File: src/rtl/pdt_pkg.sv
// Package for the prescaled down timer: item and result types, command and
// register codes, bit positions and default widths.
// No dependencies.
package pdt_pkg;

  localparam int DEF_COUNTER_WIDTH   = 32;
  localparam int DEF_PRESCALER_WIDTH = 8;
  localparam int DIV_WIDTH           = 7;
  localparam int CSEL_WIDTH          = 3;
  localparam int CTL_WIDTH           = 4;
  localparam int DATA_WIDTH          = 32;
  localparam int IN_TDATA_WIDTH      = 40;
  localparam int OUT_TDATA_WIDTH     = 40;

  typedef enum logic [1:0] {
    CMD_TICK  = 2'd0,
    CMD_READ  = 2'd1,
    CMD_WRITE = 2'd2
  } cmd_t;

  localparam logic [2:0] REG_PRESCALER = 3'd0;
  localparam logic [2:0] REG_CLK_SEL   = 3'd1;
  localparam logic [2:0] REG_CONTROL   = 3'd2;
  localparam logic [2:0] REG_CNT_BUF   = 3'd3;
  localparam logic [2:0] REG_COMPARE   = 3'd4;
  localparam logic [2:0] REG_COUNT     = 3'd5;
  localparam logic [2:0] REG_INTERRUPT = 3'd6;

  localparam int CTL_START  = 0;
  localparam int CTL_MANUAL = 1;
  localparam int CTL_AUTO   = 3;
  localparam int INT_EN     = 0;
  localparam int INT_ST     = 5;

  typedef struct packed {
    logic [1:0]            command;
    logic [2:0]            reg_index;
    logic [DATA_WIDTH-1:0] write_data;
  } item_t;

  typedef struct packed {
    logic [DATA_WIDTH-1:0] read_data;
    logic                  irq;
  } result_t;

  // Terminal count of the power-of-two divider: 2^sel - 1.
  function automatic logic [DIV_WIDTH-1:0] div_last(input logic [CSEL_WIDTH-1:0] sel);
    logic [DIV_WIDTH:0] one;
    one = (DIV_WIDTH+1)'(1) << sel;
    return DIV_WIDTH'(one - (DIV_WIDTH+1)'(1));
  endfunction

endpackage

File: src/rtl/prescaled_down_timer_top.sv
// Top level of the prescaled down timer: input register, timer core and
// result register. Depends on pdt_pkg, pdt_in_reg, pdt_core, pdt_out_reg.
//
// Usage: each item on the slave stream is a tick, a register read or a
// register write; every item yields exactly one result item on the master
// stream carrying the read data (zero for ticks and writes) and the
// interrupt line after the item's update.
// A result passes from the input register through the timer core into the
// result register, where it is offered on the master stream; an item waits
// in the input register while the result register is full and not taken.
// Throughput: one item per cycle while the receiver takes results; the whole
// timer update for an item is a single pass of logic between the input
// register and the result register, so the state is ready for the next item.
// Reset (rst, synchronous, active high) clears all timer registers to zero:
// stopped, bypass divider, interrupts disabled and clear, both streams empty.
// When the receiver holds m_tready low the result waits in the result
// register; one more item is taken into the input register, after which
// s_tready drops until the receiver takes the result.
module prescaled_down_timer_top
  import pdt_pkg::*;
#(
  parameter int COUNTER_WIDTH   = DEF_COUNTER_WIDTH,
  parameter int PRESCALER_WIDTH = DEF_PRESCALER_WIDTH
) (
  input  logic                       clk,
  input  logic                       rst,
  input  logic                       s_tvalid,
  output logic                       s_tready,
  // command [1:0], reg_index [4:2], write_data [36:5], zero [39:37]
  input  logic [IN_TDATA_WIDTH-1:0]  s_tdata,
  output logic                       m_tvalid,
  input  logic                       m_tready,
  // read_data [31:0], irq [32], zero [39:33]
  output logic [OUT_TDATA_WIDTH-1:0] m_tdata
);

  logic    in_valid;
  logic    can_load;
  logic    fire;
  item_t   item;
  result_t result;

  assign fire = in_valid && can_load;

  pdt_in_reg u_in (
    .clk      (clk),
    .rst      (rst),
    .s_tvalid (s_tvalid),
    .s_tready (s_tready),
    .s_tdata  (s_tdata),
    .advance  (can_load),
    .valid    (in_valid),
    .item     (item)
  );

  pdt_core #(
    .COUNTER_WIDTH   (COUNTER_WIDTH),
    .PRESCALER_WIDTH (PRESCALER_WIDTH)
  ) u_core (
    .clk    (clk),
    .rst    (rst),
    .fire   (fire),
    .item   (item),
    .result (result)
  );

  pdt_out_reg u_out (
    .clk      (clk),
    .rst      (rst),
    .load     (fire),
    .result   (result),
    .can_load (can_load),
    .m_tvalid (m_tvalid),
    .m_tready (m_tready),
    .m_tdata  (m_tdata)
  );

endmodule

File: src/rtl/pdt_in_reg.sv
// Input register of the prescaled down timer: holds one incoming item.
// Depends on pdt_pkg.
module pdt_in_reg
  import pdt_pkg::*;
(
  input  logic                      clk,
  input  logic                      rst,
  input  logic                      s_tvalid,
  output logic                      s_tready,
  input  logic [IN_TDATA_WIDTH-1:0] s_tdata,
  input  logic                      advance,
  output logic                      valid,
  output item_t                     item
);

  logic [IN_TDATA_WIDTH-1:0] data;

  // The held item leaves whenever the core takes it, so a new one can enter.
  assign s_tready = !valid || advance;

  always_ff @(posedge clk) begin
    if (rst) begin
      valid <= 1'b0;
    end else if (s_tready) begin
      valid <= s_tvalid;
    end
  end

  always_ff @(posedge clk) begin
    if (s_tvalid && s_tready) begin
      data <= s_tdata;
    end
  end

  always_comb begin
    item.command    = data[1:0];
    item.reg_index  = data[4:2];
    item.write_data = data[36:5];
  end

endmodule

File: src/rtl/pdt_core.sv
// Timer state and the per-item update: tick divider chain, register reads and
// writes, expiry handling. Depends on pdt_pkg.
module pdt_core
  import pdt_pkg::*;
#(
  parameter int COUNTER_WIDTH   = DEF_COUNTER_WIDTH,
  parameter int PRESCALER_WIDTH = DEF_PRESCALER_WIDTH
) (
  input  logic    clk,
  input  logic    rst,
  input  logic    fire,
  input  item_t   item,
  output result_t result
);

  logic [PRESCALER_WIDTH-1:0] prescale_value, prescale_value_next;
  logic [PRESCALER_WIDTH-1:0] prescale_count, prescale_count_next;
  logic [CSEL_WIDTH-1:0]      clock_select, clock_select_next;
  logic [CTL_WIDTH-1:0]       control_bits, control_bits_next;
  logic [COUNTER_WIDTH-1:0]   count_buffer, count_buffer_next;
  logic [COUNTER_WIDTH-1:0]   compare_buffer, compare_buffer_next;
  logic [COUNTER_WIDTH-1:0]   down_counter, down_counter_next;
  logic [DIV_WIDTH-1:0]       divider_count, divider_count_next;
  logic                       int_enable, int_enable_next;
  logic                       int_status, int_status_next;

  logic                  pre_pass;
  logic                  div_pass;
  logic                  expire;
  logic [DIV_WIDTH-1:0]  last;
  logic [DATA_WIDTH-1:0] rd;

  always_comb begin
    prescale_value_next = prescale_value;
    prescale_count_next = prescale_count;
    clock_select_next   = clock_select;
    control_bits_next   = control_bits;
    count_buffer_next   = count_buffer;
    compare_buffer_next = compare_buffer;
    down_counter_next   = down_counter;
    divider_count_next  = divider_count;
    int_enable_next     = int_enable;
    int_status_next     = int_status;
    rd                  = '0;
    pre_pass            = 1'b0;
    div_pass            = 1'b0;
    expire              = 1'b0;
    last                = div_last(clock_select);

    unique case (item.command)
      CMD_TICK: begin
        if (control_bits[CTL_START]) begin
          if (prescale_count >= prescale_value) begin
            prescale_count_next = '0;
            pre_pass            = 1'b1;
          end else begin
            prescale_count_next = prescale_count + PRESCALER_WIDTH'(1);
          end
          if (pre_pass) begin
            if (clock_select == '0) begin
              div_pass = 1'b1;
            end else if (divider_count >= last) begin
              divider_count_next = '0;
              div_pass           = 1'b1;
            end else begin
              divider_count_next = divider_count + DIV_WIDTH'(1);
            end
          end
          if (div_pass) begin
            // A counter at zero expires at once; one at one expires after its step.
            expire = (down_counter == '0) || (down_counter == COUNTER_WIDTH'(1));
            if (!expire) begin
              down_counter_next = down_counter - COUNTER_WIDTH'(1);
            end else begin
              int_status_next = 1'b1;
              if (control_bits[CTL_AUTO]) begin
                down_counter_next = count_buffer;
              end else begin
                down_counter_next               = '0;
                control_bits_next[CTL_START]    = 1'b0;
              end
            end
          end
        end
      end
      CMD_READ: begin
        unique case (item.reg_index)
          REG_PRESCALER: rd = DATA_WIDTH'(prescale_value);
          REG_CLK_SEL:   rd = DATA_WIDTH'(clock_select);
          REG_CONTROL:   rd = DATA_WIDTH'(control_bits);
          REG_CNT_BUF:   rd = DATA_WIDTH'(count_buffer);
          REG_COMPARE:   rd = DATA_WIDTH'(compare_buffer);
          REG_COUNT:     rd = DATA_WIDTH'(down_counter);
          REG_INTERRUPT: begin
            rd[INT_EN] = int_enable;
            rd[INT_ST] = int_status;
          end
          default:       rd = '0;
        endcase
      end
      CMD_WRITE: begin
        unique case (item.reg_index)
          REG_PRESCALER: prescale_value_next = item.write_data[PRESCALER_WIDTH-1:0];
          REG_CLK_SEL:   clock_select_next   = item.write_data[CSEL_WIDTH-1:0];
          REG_CONTROL: begin
            control_bits_next = item.write_data[CTL_WIDTH-1:0];
            if (item.write_data[CTL_MANUAL]) begin
              down_counter_next   = count_buffer;
              prescale_count_next = '0;
              divider_count_next  = '0;
            end
          end
          REG_CNT_BUF:   count_buffer_next   = item.write_data[COUNTER_WIDTH-1:0];
          REG_COMPARE:   compare_buffer_next = item.write_data[COUNTER_WIDTH-1:0];
          REG_INTERRUPT: begin
            int_enable_next = item.write_data[INT_EN];
            if (item.write_data[INT_ST]) begin
              int_status_next = 1'b0;
            end
          end
          default: ;
        endcase
      end
      default: ;
    endcase

    result.read_data = rd;
    result.irq       = int_status_next & int_enable_next;
  end

  always_ff @(posedge clk) begin
    if (rst) begin
      prescale_value <= '0;
      prescale_count <= '0;
      clock_select   <= '0;
      control_bits   <= '0;
      count_buffer   <= '0;
      compare_buffer <= '0;
      down_counter   <= '0;
      divider_count  <= '0;
      int_enable     <= 1'b0;
      int_status     <= 1'b0;
    end else if (fire) begin
      prescale_value <= prescale_value_next;
      prescale_count <= prescale_count_next;
      clock_select   <= clock_select_next;
      control_bits   <= control_bits_next;
      count_buffer   <= count_buffer_next;
      compare_buffer <= compare_buffer_next;
      down_counter   <= down_counter_next;
      divider_count  <= divider_count_next;
      int_enable     <= int_enable_next;
      int_status     <= int_status_next;
    end
  end

endmodule

File: src/rtl/pdt_out_reg.sv
// Result register of the prescaled down timer: holds one result item until
// the receiver takes it. Depends on pdt_pkg.
module pdt_out_reg
  import pdt_pkg::*;
(
  input  logic                       clk,
  input  logic                       rst,
  input  logic                       load,
  input  result_t                    result,
  output logic                       can_load,
  output logic                       m_tvalid,
  input  logic                       m_tready,
  output logic [OUT_TDATA_WIDTH-1:0] m_tdata
);

  result_t held;

  assign can_load = !m_tvalid || m_tready;

  always_ff @(posedge clk) begin
    if (rst) begin
      m_tvalid <= 1'b0;
    end else if (can_load) begin
      m_tvalid <= load;
    end
  end

  always_ff @(posedge clk) begin
    if (load && can_load) begin
      held <= result;
    end
  end

  assign m_tdata = {{(OUT_TDATA_WIDTH-DATA_WIDTH-1){1'b0}}, held.irq, held.read_data};

endmodule

File: config.mk
export PLATFORM = sky130hd
export DESIGN_NAME = prescaled_down_timer_top
export DESIGN_NICKNAME = d
export VERILOG_FILES = /design/src/rtl/pdt_pkg.sv /design/src/rtl/prescaled_down_timer_top.sv /design/src/rtl/pdt_in_reg.sv /design/src/rtl/pdt_core.sv /design/src/rtl/pdt_out_reg.sv
export SDC_FILE = /design/constraint.sdc
export NUM_CORES = 1
export LEC_CHECK = 0
export ABC_AREA = 1
export BUFFER_PORTS_ARGS = -buffer_cell sky130_fd_sc_hd__buf_2
export CAP_MARGIN = 25
export CORE_ASPECT_RATIO = 0.6
export CORE_MARGIN = 2
export CORE_UTILIZATION = 60
export CTS_CLUSTER_DIAMETER = 150
export DETAILED_ROUTE_END_ITERATION = 7
export PLACE_DENSITY = 0.76
export SLEW_MARGIN = 25
export SYNTH_ARGS = -nofsm -noshare
export SYNTH_HDL_FRONTEND = slang
export SYNTH_SLANG_ARGS = --single-unit
File: constraint.sdc
create_clock -name clk -period 5.6 [get_ports clk]
set_input_delay 1.12 -clock clk [delete_from_list [all_inputs] [get_ports clk]]
set_output_delay 1.12 -clock clk [all_outputs]
set_load 0.02 [all_outputs]
==> metrics.txt <==
Mapped Area=9890 µm²; largest net degree at the start of global routing=61; run status=completed; chip width=170 µm; Sw Ratio=0.311; Critical R2R Launch=u_in.data[0]; fin crit period=3.15 ns; post-synth top area share=0.263; router iterations before antenna repair=6; Clock Latency Late Sink=0.45 ns; cell type with the largest total area after synthesis=dfxtp_1; Detail Route Antenna Nets=0; static leakage=4.82 nW; Ys Warns=0; Sink Count=200; Die ar.=17600 µm²; top-count cell post-synth=nor2_1; CTS tree=built; DRC violations left=0; via count=8934; Iter 0 DRT Violations=1192; setup violators final=0; flop and latch count out of synthesis=200; Fin. Hold Viols=0; setup TNS=0 ns; RePlAce Congestion=1.01; top-level I/O count=86; Slew HR=0.365; R2R Path End=u_core.count_buffer[23]; wire length per cell=18.0 µm; clock skew=0.0131 ns; internal power=2.29 mW; clk root buf=clkbuf_16; RSZ-0062 raised after global routing=false; MaxCap Viol Count=0; asr flop ratio synth=0; Synth area leaders=dfxtp_1 26%, edfxtp_1 21%, nor2_1 10%; Syn Area/Cell=7.70 µm²; ys flop type=dfxtp_1; vias per cell=5.73; Psw=1.03 mW; post-cts sizing count=0; hold-fix buffers at CTS=0; first-pass GRT wire length=43300 µm; critical path startpoint=u_in.data[0]; Pins Over Slew Limit=0; Worst-Margin Slew=0.952 ns; Synth Instances=1285; final WL=28000 µm; initial antenna violation count=1; P&R area growth vs syn=10.5%; dpl hpwl=19200 µm; fin crit share=0.563; flop2flop setup slack=2.45 ns; Cell Rows=36; GRT Util Overall=0.328; Core Area=16200 µm²; pre-CTS WS=2.32 ns; CTS Buf Count=17; final worst slack=2.45 ns; Post-CTS Repair Setup Buffers=0; Post-synth EDFFs=70; CP Max Fanout=39; Reg power frac=0.473; share of layout cells above drive strength 1=0.117; # fillers=1415; reg2reg path depth=8; Fmax=317 MHz; clock power share=0.382; Starting Density=0.612; CTS Buffer Depth=2; startpoint types=register; kind of critical path=reg -> reg; Post-synth top cells=266 x nor2_1, 255 x nand2_1, 130 x dfxtp_1, 121 x inv_1, 109 x o21ai_0; worst vdd ir=0.000210 V; Final nets=1400; Comb power frac=0.145; chip height=103 µm; critical path data arrival time=3.45 ns; post-synth cell types=49; sequential share of the synthesized area=0.476; CP Capture Type=register; PD cells=304 nW/µm²; H-tree Lvls=4; grt ovf=0; Worst Setup EP=u_core.count_buffer[23]; vias in the first global route=7811; Req. time, crit path=5.90 ns; Worst-path clk slew=0.08 ns; I/O Buffers=75; min-delay worst type=reg -> reg
-- per-stage QoR --
stage               std cells  hold slack (ns)   util  cell area, µm²  power (mW)
floorplan                1291            0.430      -            9910        1.93
global placement         1527            0.447  0.638           10300        2.06
detailed placement       1527            0.468  0.638           10300        2.06
CTS                      1559            0.480  0.676           10900        3.30
global route             1559            0.508  0.676           10900        3.42
finish                   1560            0.477  0.676           10900        3.33
-- cell families after synthesis --
kind of cell,count (synthesis),share of synthesized area
buf+inv,183,0.0798
compound gates,232,0.132
flops,200,0.476
simple gates,627,0.268
xor+xnor,23,0.0204
other cells,1,0.000379
fa+ha+maj,19,0.0240
-- area by class of cell --
type | count | area [µm²] | area share
Sequential cell | 200 | 4700 | 0.430
Clock buffer | 17 | 425 | 0.0389
Multi-Input combinational cell | 908 | 4420 | 0.404
Timing Repair Buffer | 83 | 448 | 0.0410
Antenna cell | 1 | 2.50 | 0.000229
Inverter | 127 | 482 | 0.0441
Clock inverter | 15 | 188 | 0.0172
Tap cell | 209 | 262 | 0.0239
-- critical path, cell delays in order, from the launching register on --
cell	delay [ns]
edfxtp_1	0.46
nor2_4	0.45
inv_4	0.27
nor2_2	0.25
inv_2	0.10
nor2_4	0.58
inv_2	0.52
o21ai_0	0.29
a21oi_1	0.06
-- power by group through the flow --
stage / Sequential, mW / Clock, mW / Combinational [mW]
2_1_floorplan: 1.60 / 0 / 0.324
3_3_place_gp: 1.60 / 0 / 0.455
3_5_place_dp: 1.60 / 0 / 0.460
4_1_cts: 1.57 / 1.27 / 0.465
5_1_grt: 1.58 / 1.32 / 0.522
6_report: 1.57 / 1.27 / 0.482
-- per-layer routing --
layer,vias up,track usage,share of wire
met2,518,0.441,0.38
met4,0,0.0651,0.0091
li1,4290,-,-
met3,28,0.0989,0.14
met5,-,0,0
met1,4098,0.512,0.48
-- cell usage in the layout (no fill, tap or decap), types with 5 or more instances in the layout --
cell	Yosys	final
nor2_1	266	266
nand2_1	255	255
dfxtp_1	130	130
inv_1	121	119
o21ai_0	109	109
buf_2	6	75
edfxtp_1	70	70
a21oi_1	55	55
nand3_1	50	50
xor2_1	22	22
o21ai_1	20	20
ha_1	19	19
clkbuf_16	0	17
o211ai_1	14	14
nand4_1	12	12
nor2_2	10	10
o221ai_1	9	9
a221oi_1	7	7
conb_1	1	7
buf_4	10	7
inv_2	4	6
nor2_4	6	6
nor3_1	6	6
nor3b_1	5	5
clkinv_8	0	5
-- worst min-delay path by stage --
| stage | depth (start not counted) | to | from |
|---|---|---|---|
| floorplan | 2 | u_core.compare_buffer[1] | u_core.compare_buffer[1] |
| global placement | 2 | u_core.compare_buffer[1] | u_core.compare_buffer[1] |
| detailed placement | 2 | u_core.count_buffer[19] | u_core.count_buffer[19] |
| CTS | 2 | u_core.count_buffer[19] | u_core.count_buffer[19] |
| global route | 2 | u_core.prescale_value[4] | u_core.prescale_value[4] |
| finish | 2 | u_core.count_buffer[19] | u_core.count_buffer[19] |
-- state kept, by name, indices dropped and copies added, names as in the netlist --
name	cells
u_core.int_enable	1
u_core.count_buffer	32
u_out.m_tdata	33
u_core.compare_buffer	32
u_in.data	37
u_core.divider_count	7
u_core.down_counter	32
u_in.valid	1
u_core.clock_select	3
u_core.prescale_count	8
u_core.prescale_value	8
u_core.int_status	1
u_core.control_bits	4
u_out.m_tvalid	1
(Power assumes the default switching activity.)
